**config.mk**
```make
export PLATFORM = sky130hd
export DESIGN_NAME = shgb_ctrl
export DESIGN_NICKNAME = d
export VERILOG_FILES = /design/src/hdl/shgb_pkg.sv /design/src/hdl/shgb_ctrl.sv
export SDC_FILE = /design/constraint.sdc
export NUM_CORES = 1
export LEC_CHECK = 0
export ABC_AREA = 1
export BUFFER_PORTS_ARGS = -buffer_cell sky130_fd_sc_hd__buf_4
export CAP_MARGIN = 15
export CORE_AREA = 2 2 39 41
export CTS_CLUSTER_SIZE = 28
export DETAILED_ROUTE_END_ITERATION = 16
export DIE_AREA = 0 0 41 43
export PLACE_DENSITY = 0.84
export SLEW_MARGIN = 0
export SYNTH_ARGS = -nofsm -noshare
export SYNTH_HDL_FRONTEND = slang
export SYNTH_SLANG_ARGS = --single-unit
```
**constraint.sdc**
```tcl
create_clock -name clock -period 2.85 [get_ports clock]
set_input_delay 0.57 -clock clock [delete_from_list [all_inputs] [get_ports clock]]
set_output_delay 0.57 -clock clock [all_outputs]
set_load 0.005 [all_outputs]
```
**src/hdl/shgb_pkg.sv**
```systemverilog
// Package with the transaction types, state codes and hash constants of the grid build.
`timescale 1ns / 1ps
`default_nettype none
package shgb_pkg;

   localparam int unsigned KindWidth   = 2;
   localparam int unsigned PosWidth    = 24;
   localparam int unsigned IndexWidth  = 13;
   localparam int unsigned StatusWidth = 2;
   localparam int unsigned ValueWidth  = 11;
   localparam int unsigned CsrWidth    = 16;

   localparam logic [31:0] PrimeX = 32'd73856093;
   localparam logic [31:0] PrimeY = 32'd19349663;
   localparam logic [31:0] PrimeZ = 32'd83492791;

   localparam logic [KindWidth-1:0] KindLoad  = 2'd0;
   localparam logic [KindWidth-1:0] KindStart = 2'd1;
   localparam logic [KindWidth-1:0] KindEntry = 2'd2;

   localparam logic [StatusWidth-1:0] StatusOk   = 2'd0;
   localparam logic [StatusWidth-1:0] StatusFull = 2'd1;
   localparam logic [StatusWidth-1:0] StatusBad  = 2'd2;

   typedef struct packed {
      logic [KindWidth-1:0]  kind;
      logic signed [PosWidth-1:0] pos_x;
      logic signed [PosWidth-1:0] pos_y;
      logic signed [PosWidth-1:0] pos_z;
      logic                  last;
      logic [IndexWidth-1:0] read_index;
   } req_type;

   typedef struct packed {
      logic [StatusWidth-1:0] status;
      logic [ValueWidth-1:0]  value;
   } rsp_type;

   typedef enum logic [4:0] {
      ST_IDLE,
      ST_HASH_MUL,
      ST_HASH_PRIME,
      ST_HASH_WRITE,
      ST_CLEAR,
      ST_HIST_RD,
      ST_HIST_WAIT,
      ST_HIST_WR,
      ST_PREFIX_RD,
      ST_PREFIX_WAIT,
      ST_PREFIX_WR,
      ST_SENTINEL,
      ST_SCAT_RD,
      ST_SCAT_WAIT,
      ST_SCAT_WR,
      ST_READ_WAIT,
      ST_READ_OUT,
      ST_RESPOND
   } state_type;

   // Commands from the controller to the datapath.
   typedef struct packed {
      logic capture;     // latch the request
      logic mul_coord;   // position times inverse cell size
      logic mul_prime;   // coordinate times prime
      logic hash_write;  // store hash, count the load
      logic ptr_clear;   // zero the walk pointer
      logic ptr_inc;     // advance the walk pointer
      logic clear_wr;    // write a zero count
      logic hist_rd;     // read hash of particle at pointer
      logic hist_cnt_rd; // read count of that cell
      logic hist_wr;     // write count plus one
      logic pre_rd;      // read count at pointer
      logic pre_wr;      // write start and cursor, accumulate
      logic sent_wr;     // write sentinel total
      logic scat_wr;     // write entry, bump cursor
      logic build_done;  // mark the table built
      logic read_issue;  // issue a read transaction lookup
      logic read_take;   // take the read data
      logic respond;     // drive the result strobe
   } cmd_type;

   typedef struct packed {
      logic       is_load;
      logic       is_read;
      logic       last;
      logic       full;
      logic       ptr_at_table_end;
      logic       ptr_at_count_end;
   } sts_type;

endpackage
`default_nettype wire

```
**src/hdl/shgb_ctrl.sv**
```systemverilog
// Controller state machine for loads, build passes and reads.
`timescale 1ns / 1ps
`default_nettype none
module shgb_ctrl (
   input  wire logic               clock,
   input  wire logic               reset,
   input  wire logic               start,
   input  wire shgb_pkg::sts_type  sts,
   output      shgb_pkg::cmd_type  cmd,
   output      logic               busy
);
   import shgb_pkg::*;

   state_type state_ff, state_in;

   // State register.
   always_ff @(posedge clock) begin
      if (reset) begin
         state_ff <= ST_IDLE;
      end else begin
         state_ff <= state_in;
      end
   end

   // Next state.
   always_comb begin
      state_in = state_ff;
      unique case (state_ff)
         ST_IDLE: begin
            if (start) state_in = ST_HASH_MUL;
         end
         ST_HASH_MUL: begin
            if (!sts.is_load) state_in = sts.is_read ? ST_READ_WAIT : ST_RESPOND;
            else state_in = ST_HASH_PRIME;
         end
         ST_HASH_PRIME: state_in = ST_HASH_WRITE;
         ST_HASH_WRITE: state_in = sts.last ? ST_CLEAR : ST_RESPOND;
         ST_CLEAR: begin
            if (sts.ptr_at_table_end) state_in = ST_HIST_RD;
         end
         ST_HIST_RD: state_in = sts.ptr_at_count_end ? ST_PREFIX_RD : ST_HIST_WAIT;
         ST_HIST_WAIT: state_in = ST_HIST_WR;
         ST_HIST_WR: state_in = ST_HIST_RD;
         ST_PREFIX_RD: state_in = ST_PREFIX_WAIT;
         ST_PREFIX_WAIT: state_in = ST_PREFIX_WR;
         ST_PREFIX_WR: state_in = sts.ptr_at_table_end ? ST_SENTINEL : ST_PREFIX_RD;
         ST_SENTINEL: state_in = ST_SCAT_RD;
         ST_SCAT_RD: state_in = sts.ptr_at_count_end ? ST_RESPOND : ST_SCAT_WAIT;
         ST_SCAT_WAIT: state_in = ST_SCAT_WR;
         ST_SCAT_WR: state_in = ST_SCAT_RD;
         ST_READ_WAIT: state_in = ST_READ_OUT;
         ST_READ_OUT: state_in = ST_RESPOND;
         ST_RESPOND: state_in = ST_IDLE;
         default: state_in = ST_IDLE;
      endcase
   end

   // Outputs.
   always_comb begin
      cmd = '0;
      busy = (state_ff != ST_IDLE);
      unique case (state_ff)
         ST_IDLE: cmd.capture = start;
         ST_HASH_MUL: begin
            cmd.mul_coord = 1'b1;
            cmd.read_issue = sts.is_read;
         end
         ST_HASH_PRIME: cmd.mul_prime = 1'b1;
         ST_HASH_WRITE: begin
            cmd.hash_write = 1'b1;
            cmd.ptr_clear = 1'b1;
         end
         ST_CLEAR: begin
            cmd.clear_wr = 1'b1;
            cmd.ptr_inc = !sts.ptr_at_table_end;
            cmd.ptr_clear = sts.ptr_at_table_end;
         end
         ST_HIST_RD: begin
            cmd.hist_rd = 1'b1;
            cmd.ptr_clear = sts.ptr_at_count_end;
         end
         ST_HIST_WAIT: cmd.hist_cnt_rd = 1'b1;
         ST_HIST_WR: begin
            cmd.hist_wr = 1'b1;
            cmd.ptr_inc = 1'b1;
         end
         ST_PREFIX_RD: cmd.pre_rd = 1'b1;
         ST_PREFIX_WAIT: cmd.pre_rd = 1'b1;
         ST_PREFIX_WR: begin
            cmd.pre_wr = 1'b1;
            cmd.ptr_inc = !sts.ptr_at_table_end;
            cmd.ptr_clear = sts.ptr_at_table_end;
         end
         ST_SENTINEL: cmd.sent_wr = 1'b1;
         ST_SCAT_RD: begin
            cmd.hist_rd = 1'b1;
            cmd.build_done = sts.ptr_at_count_end;
         end
         ST_SCAT_WAIT: cmd.hist_cnt_rd = 1'b1;
         ST_SCAT_WR: begin
            cmd.scat_wr = 1'b1;
            cmd.ptr_inc = 1'b1;
         end
         ST_READ_WAIT: cmd.read_issue = 1'b1;
         ST_READ_OUT: cmd.read_take = 1'b1;
         ST_RESPOND: cmd.respond = 1'b1;
         default: cmd = '0;
      endcase
   end
endmodule
`default_nettype wire

```
## After elaboration in Yosys (flattened, before gate mapping)

Cells that the tools add are included.

| word-level totals | value |
|---|---|
| flip-flop bits (word level) | 5 |
| latch bits | 0 |
| bits in writable memories | 0 |
| ROM bits | 0 |
| input bits | 9 |
| output and inout bits | 19 |
| logic and storage cells | 57 |
| memories | 0 |

| cells by class | value |
|---|---|
| add/sub/neg operators | 0 |
| $mul | 0 |
| div/mod/pow operators | 0 |
| magnitude comparators | 0 |
| equal/unequal tests | 19 |
| shift operators | 0 |
| muxes and demuxes | 27 |
| bitwise gates (word level) | 0 |
| reductions and logical operators | 10 |

Operators with widths:

| operator | count |
|---|---|
| $pmux W5 S16 | 1 |
| $eq A5 B4 Y1 const B | 8 |
| $mux W5 | 6 |
| $eq A5 B3 Y1 const B | 4 |
| $mux W1 | 15 |
| $reduce_or A2 Y1 | 6 |
| $eq A5 B2 Y1 const B | 2 |
| $eq A5 B5 Y1 const B | 2 |
| $eq A5 B1 Y1 const B | 1 |
| $logic_not A5 Y1 | 1 |
| $reduce_bool A5 Y1 | 1 |
| $mux W4 | 1 |
| $ne A2 B2 Y1 const B | 2 |
| $pmux W1 S2 | 2 |
| $pmux W1 S3 | 1 |
| $mux W2 | 1 |
| $reduce_and A2 Y1 | 1 |
| $logic_not A1 Y1 | 1 |

## Depth between registers and ports, before layout

Gate-level depths: netlist (run 1).

| depth | value |
|---|---|
| depth in word-level cells | 3 |
| gate-level depth with buffers | 9 |
| gate-level depth less buffers | 9 |

## Worst setup path after synthesis (run 1)

No wires, ideal clock.

| timing | value |
|---|---|
| path type | register to output |
| start | register state_ff[1] |
| end | output port cmd[12] in the netlist's numbering |
| data arrival time | 1046 ps |
| data required time | 2280 ps |
| slack | 1234 ps |
| cell stages (with the launch flop) | 6 |
| buffers on the path | 0 |
| path through | dfxtp_1 -> nor2_1 -> nand2_1 -> o21ai_0 -> a21oi_1 -> o21ai_0 |

RTL lines:

| what | RTL line | RTL |
|---|---|---|
| start, declared | shgb_ctrl.sv:14 | `state_type state_ff, state_in;` |
| start signal, assigned | shgb_ctrl.sv:21 | `state_ff <= state_in;` |
| end, declared | shgb_ctrl.sv:9 | `output shgb_pkg::cmd_type cmd,` |

==> reports/qor.yml, run 1 <==
status: "complete, no violations"
largest_reg_flops: 5
min_from: "reset"
synthMuxAreaShare_pct: 0
cts_resized: 0
drt-initial-drc-count: 32
worst_path_max_delay_cell: "nor2_1"
start_kind: "flop"
drive_above_1_share_pct: 23.9
synth.ff_latch_count: 5
worstPathArrival_ps: 1630
yosys-top-cells-area: "nand2_1 (21%), dfxtp_1 (18%), nor2_1 (17%)"
whs_ps: 531
hold_viol: 0
rows: 14
overflow: 0
syn-num-nets: 121
yosysTopAreaCell: "nand2_1"
first_pass_iters: 4
irDropWorstVdd_uv: 374
holdPathStages: 2
drc: 0
leakage_nw: 0.506
gr-usage-all-layers_pct: 20.4
regMostFlops: "state_ff"
vias: 796
syn_inst: 112
dieArea_um2: 1760
place.gp.congestion: 0.892
htree_levels: 1
die_width_um: 41
setup_viol: 0
finalCriticalPeriod_ps: 2200
io_pins: 28
regArea_um2: 100
reg_top3: "state_ff (5)"
max_stage_delay_ps: 360
fin_area_um2: 801
critPathKind: "reg -> out"
ant_nets: 0
postCtsSetupRepairBufs: 0
synth_fa_ha_area_share_pct: 0
fin_crit_sh_pct: 77.1
synth_simple_gate_area_share_pct: 60.9
n_fill_cell: 146
insertion_delay_ps: 230
synth-edff-count: 0
reg2reg_from: "state_ff[1]"
clk_path_buf_depth: 2
grt_max_degree: 10
hold_class: "in -> reg"
clk_pin_slew_ps: 40
die_y_um: 43
relSlewSlack_pct: 72.1
final_nets: 152
required_ps: 2280
ys_seq_area_share_pct: 17.9
synth_commonest_cells: "nand2_1 (31), nor2_1 (25), inv_1 (21)"
synth_top_family_by_area: "simple AND/OR/NAND/NOR gates"
routed_wirelength_um: 1670
ys.flop_type: "dfxtp_1"
grt_first_pass_wirelength_um: 2560
end_kind: "output port"
insertedDiodeCount: 0
synth_compound_area_share_pct: 6.49
dp_hpwl_um: 1420
power_mw: 0.606
holdPathEnd: "state_ff[1]"
cts_sinks: 5
antenna_found_initial: 0
placed_area_um2: 774
rsz0062_at_grt: "no"
reg2reg_slack_ps: 1470
yosys_warnings: 0
r2r-end: "state_ff[0]"
cts_buffers: 3
cts-root-buf: "clkbuf_4"
syn_to_final_growth_pct: 43.2
core-area_um2: 1380
cpMostUsedCell: "o21ai_0"
routedWlPerCell_um: 10.6
grt_pass1_vias: 688
vias_per_cell: 5.04
maxSlewViolCount: 0
multiInputGateArea_um2: 377
synth_area_um2: 559
skew_ps: 1.40
synth_xor_area_share_pct: 0
tns_ps: 0
crit_chain: "nor2_1 > nand2_1 > o21ai_0 > a21oi_1 > o21ai_0 > buf_4"
avgSynthCellArea_um2: 4.99
synth_most_common_cell: "nand2_1"
yosysTopAreaCellShare_pct: 20.8
r2r.worst_path.cells: 8
start_util_pct: 40.4
pre_cts_ws_ps: 919
cp_max_fo: 6
tritoncts: "done"
worst_slack_ps: 654
cap_violations: 0
ys_async_sr_fraction_pct: 0
synth.distinct_cells: 15
p_per_area_nw_per_um2: 757
hold_buffers: 0
fmax_mhz: 455
io_buffers: 26
tightestPinTransition_ps: 418
-- layer usage --
| metal | vias up | global-route usage (%) | share of wire (%) |
|---|---|---|---|
| met1 | 341 | 23.9 | 39 |
| met2 | 42 | 32.8 | 50 |
| met4 | 0 | 10.7 | 2.2 |
| li1 | 409 | - | - |
| met5 | - | 0 | 0 |
| met3 | 4 | 4.19 | 8.7 |
-- metrics by stage --
step,std cells,utilization (%)
global route,158,57.9
floorplan,112,-
finish,158,57.9
detailed placement,154,56.0
global placement,154,56.0
CTS,158,57.9
-- power by group --
part / switching, mW / internal [mW]
Clock: 0.0256 / 0.0527
Sequential: 0.0324 / 0.0925
Combinational: 0.241 / 0.162
-- area by class of cell --
type | instances | area share (%)
clock buffer | 4 | 3.28
sequential | 5 | 12.5
inverter | 22 | 10.3
tap | 16 | 2.50
multi-input combinational | 85 | 47.0
timing repair buffer | 26 | 24.4
-- kinds of logic (layout without fill, tap and decap cells) --
kind of cell           Yosys count  in the layout
AO/OA/AOI/OAI                    7              7
flip-flops                       5              5
buffers and inverters           22             52
AND/OR/NAND/NOR                 78             78
-- cell usage in the layout (no fill, tap or decap) --
cell type  count
nand2_2        2
clkbuf_4       3
o21ai_0        4
dfxtp_1        5
a21oi_1        2
nor2_1        25
clkbuf_1       1
nor3_1         4
a31oi_1        1
inv_2          1
nand2_1       31
buf_4         26
nor2_4         1
nand3b_1       2
inv_1         21
nor2_2         1
nand3_1        8
nand4_1        4
-- worst max-delay path by stage --
stage | startpoint | to | slack [ps]
2_1_floorplan | state_ff[1] | cmd[12] | 1230
3_3_place_gp | state_ff[1] | cmd[12] | 960
3_5_place_dp | state_ff[1] | cmd[12] | 920
4_1_cts | state_ff[1] | cmd[12] | 670
5_1_grt | state_ff[1] | cmd[12] | 500
6_report | state_ff[1] | cmd[12] | 650
-- critical path: cells and delay by family (launching register included) --
family	cells	cell delay, ps
simple gates	2	480
compound gates	3	430
flops	1	350
buf+inv	1	130
Power figures use the tool's default switching activity.
==> run 2: changes to the inputs <==
CORE_AREA = 2 2 41 43   (was 2 2 39 41)
DIE_AREA = 0 0 43 45   (was 0 0 41 43)
PLACE_DENSITY = 0.81   (was 0.84)
clock period = 1.8 ns   (was 2.85 ns; I/O delays follow)
==> reports/qor.yml, run 2 (same netlist as run 1, synthesis figures left out) <==
final_nets: 154  # +1.3%
fmax_mhz: 588
use_met3_pct: 2.40  # -1.8 points
reg_top3: "state_ff (5)"
hold_buffers: 0  # unchanged
tightestPinTransition_ps: 261  # -156 ps
skew_ps: 4.95  # +3.55 ps
critPathKind: "reg -> out"
gr-usage-met1_pct: 23.6  # -0.27 points
insertedDiodeCount: 0  # unchanged
p_per_area_nw_per_um2: 1210  # +59%
regMostFlops: "state_ff"
swShare_pct: 48.3  # -1.0 points
critPathCapture: "cmd[12]"
max_stage_delay_ps: 380  # +20 ps
cpMostUsedCell: "nand2_1"
setup_viol: 0  # unchanged
routed_wirelength_um: 1700  # +1.4%
crit_cells: 8  # +2
leakage_nw: 0.521  # +3.0%
regArea_um2: 109  # +8.7%
layout_common_cells: "nand2_1 (30), buf_4 (28), nor2_1 (22)"
rsz0062_at_grt: "yes"
hold_class: "in -> reg"
power_mw: 1.03  # +70%
grt_max_degree: 10  # unchanged
pwr-share-comb_pct: 66.7  # +0.2 points
drt-initial-drc-count: 28  # -13%
drive_above_1_share_pct: 33.3  # +9.4 points
clk_path_buf_depth: 2  # unchanged
r2r.worst_path.cells: 8  # unchanged
fin_area_um2: 853  # +6.6%
start_kind: "flop"
p_seq_share_pct: 21.0  # +0.4 points
die_y_um: 45  # +4.7%
reg2reg_from: "state_ff[2]"
antenna_found_initial: 0  # unchanged
switching_power_mw: 0.497  # +66%
drc: 0  # unchanged
start_util_pct: 38.0  # -2.4 points
reg2reg_slack_ps: 520  # -950 ps
rows: 14  # unchanged
io_pins: 28  # unchanged
ant_nets: 0  # unchanged
clk_pin_slew_ps: 40  # about the same
cap_violations: 0  # unchanged
htree_levels: 1  # unchanged
cts_buffers: 3  # unchanged
worstPathArrival_ps: 1340  # -290 ps
place.gp.congestion: 0.936  # +5.0%
routedWlPerCell_um: 10.6  # +0.17%
relSlewSlack_pct: 82.4  # +10 points
use_met2_pct: 29.4  # -3.4 points
gr-usage-all-layers_pct: 18.1  # -2.3 points
whs_ps: 305  # -226 ps
placed_area_um2: 782  # +0.97%
first_pass_iters: 4  # unchanged
startpoint: "state_ff[2]"
io_buffers: 26  # unchanged
tritoncts: "done"
cts-root-buf: "clkbuf_4"
end_kind: "output port"
cts_sinks: 5  # unchanged
top_usage_layer: "met2"
syn_to_final_growth_pct: 52.6
path_delay_family: "flip-flops"
largest_reg_flops: 5  # unchanged
vias_per_cell: 4.98  # -1.1%
overflow: 0  # unchanged
hold_viol: 0  # unchanged
die_width_um: 43  # +4.9%
tns_ps: 0  # unchanged
insertion_delay_ps: 240  # about the same
multiInputGateArea_um2: 405  # +7.6%
finalCriticalPeriod_ps: 1700
vias: 797  # +0.13%
worst_path_max_delay_cell: "dfxtp_2"
fin_crit_sh_pct: 94.5
cp_max_fo: 5  # -1
dp_hpwl_um: 1380  # -3.0%
layout.cells.most_common: "nand2_1"
pwr-share-clk_pct: 12.3  # -0.6 points
dieArea_um2: 1940  # +9.8%
p_int_mw: 0.532  # +73%
core-area_um2: 1470  # +6.3%
status: "complete, no violations"
r2r-end: "state_ff[0]"
required_ps: 1440  # -840 ps
grt_first_pass_wirelength_um: 2700  # +5.7%
crit_chain: "inv_2 > nand2_1 > nor2_4 > nand2_1 > o21ai_2 > a21oi_1 > o21ai_0 > buf_4"
grt_pass1_vias: 682  # -0.87%
n_fill_cell: 160  # +9.6%
irDropWorstVdd_uv: 690  # +85%
cp_num_buf_inv: 2  # +1
maxSlewViolCount: 0  # unchanged
==> run 2: worst register-to-register path: stages, from the launching register on <==
cell     delay, ps
dfxtp_2        350
nor2_2         220
nand2_2        120
inv_1           80
nand2_1         70
o21ai_0        150
inv_1           70
nand2_1         70
nor2_1          40
==> run 2: cell type report <==
cell class / count / area share, %
Clock buffer: 4 / 3.08
Timing Repair Buffer: 28 / 24.6
Tap cell: 16 / 2.35
Multi-Input combinational cell: 85 / 47.5
Sequential cell: 5 / 12.8
Inverter: 22 / 9.68
==> run 2: worst min-delay path by stage <==
stage                      from          end  slack [ps]  cells past startpoint
after floorplan           reset  state_ff[4]         430                      1
after global placement    reset  state_ff[0]         560                      2
after detailed placement  reset  state_ff[4]         560                      2
after CTS                 reset  state_ff[2]         300                      2
after global routing      reset  state_ff[0]         300                      2
final                     reset  state_ff[4]         300                      2
==> run 2: per-stage QoR <==
stage | setup WS [ps] | std cells | utilization [%]
floorplan | 394 | 112 | -
global placement | 194 | 155 | 53.1
detailed placement | 163 | 155 | 53.1
CTS | 18.4 | 159 | 56.1
global route | -4.25 | 160 | 58.0
finish | 99.0 | 160 | 58.0
==> run 2: metal layers <==
layer	vias up	routed length, µm
met1	326	709
met2	48	770
met3	6	175
li1	417	-
met5	-	0
met4	0	41
==> run 2: what timing repair did <==
item | 4_1_cts | 5_1_grt
pin swaps | 0 | 1
setup buffers | 0 | 1
resized for setup | 6 | 10
setup endpoints to repair | 2 | 5
cloned | 0 | 0
==> run 2: power groups by stage <==
stage | logic, mW | clock network, mW | registers (mW)
floorplan | 0.396 | 0 | 0.186
global placement | 0.637 | 0 | 0.198
detailed placement | 0.646 | 0 | 0.200
CTS | 0.658 | 0.131 | 0.203
global route | 0.762 | 0.139 | 0.221
finish | 0.687 | 0.126 | 0.216
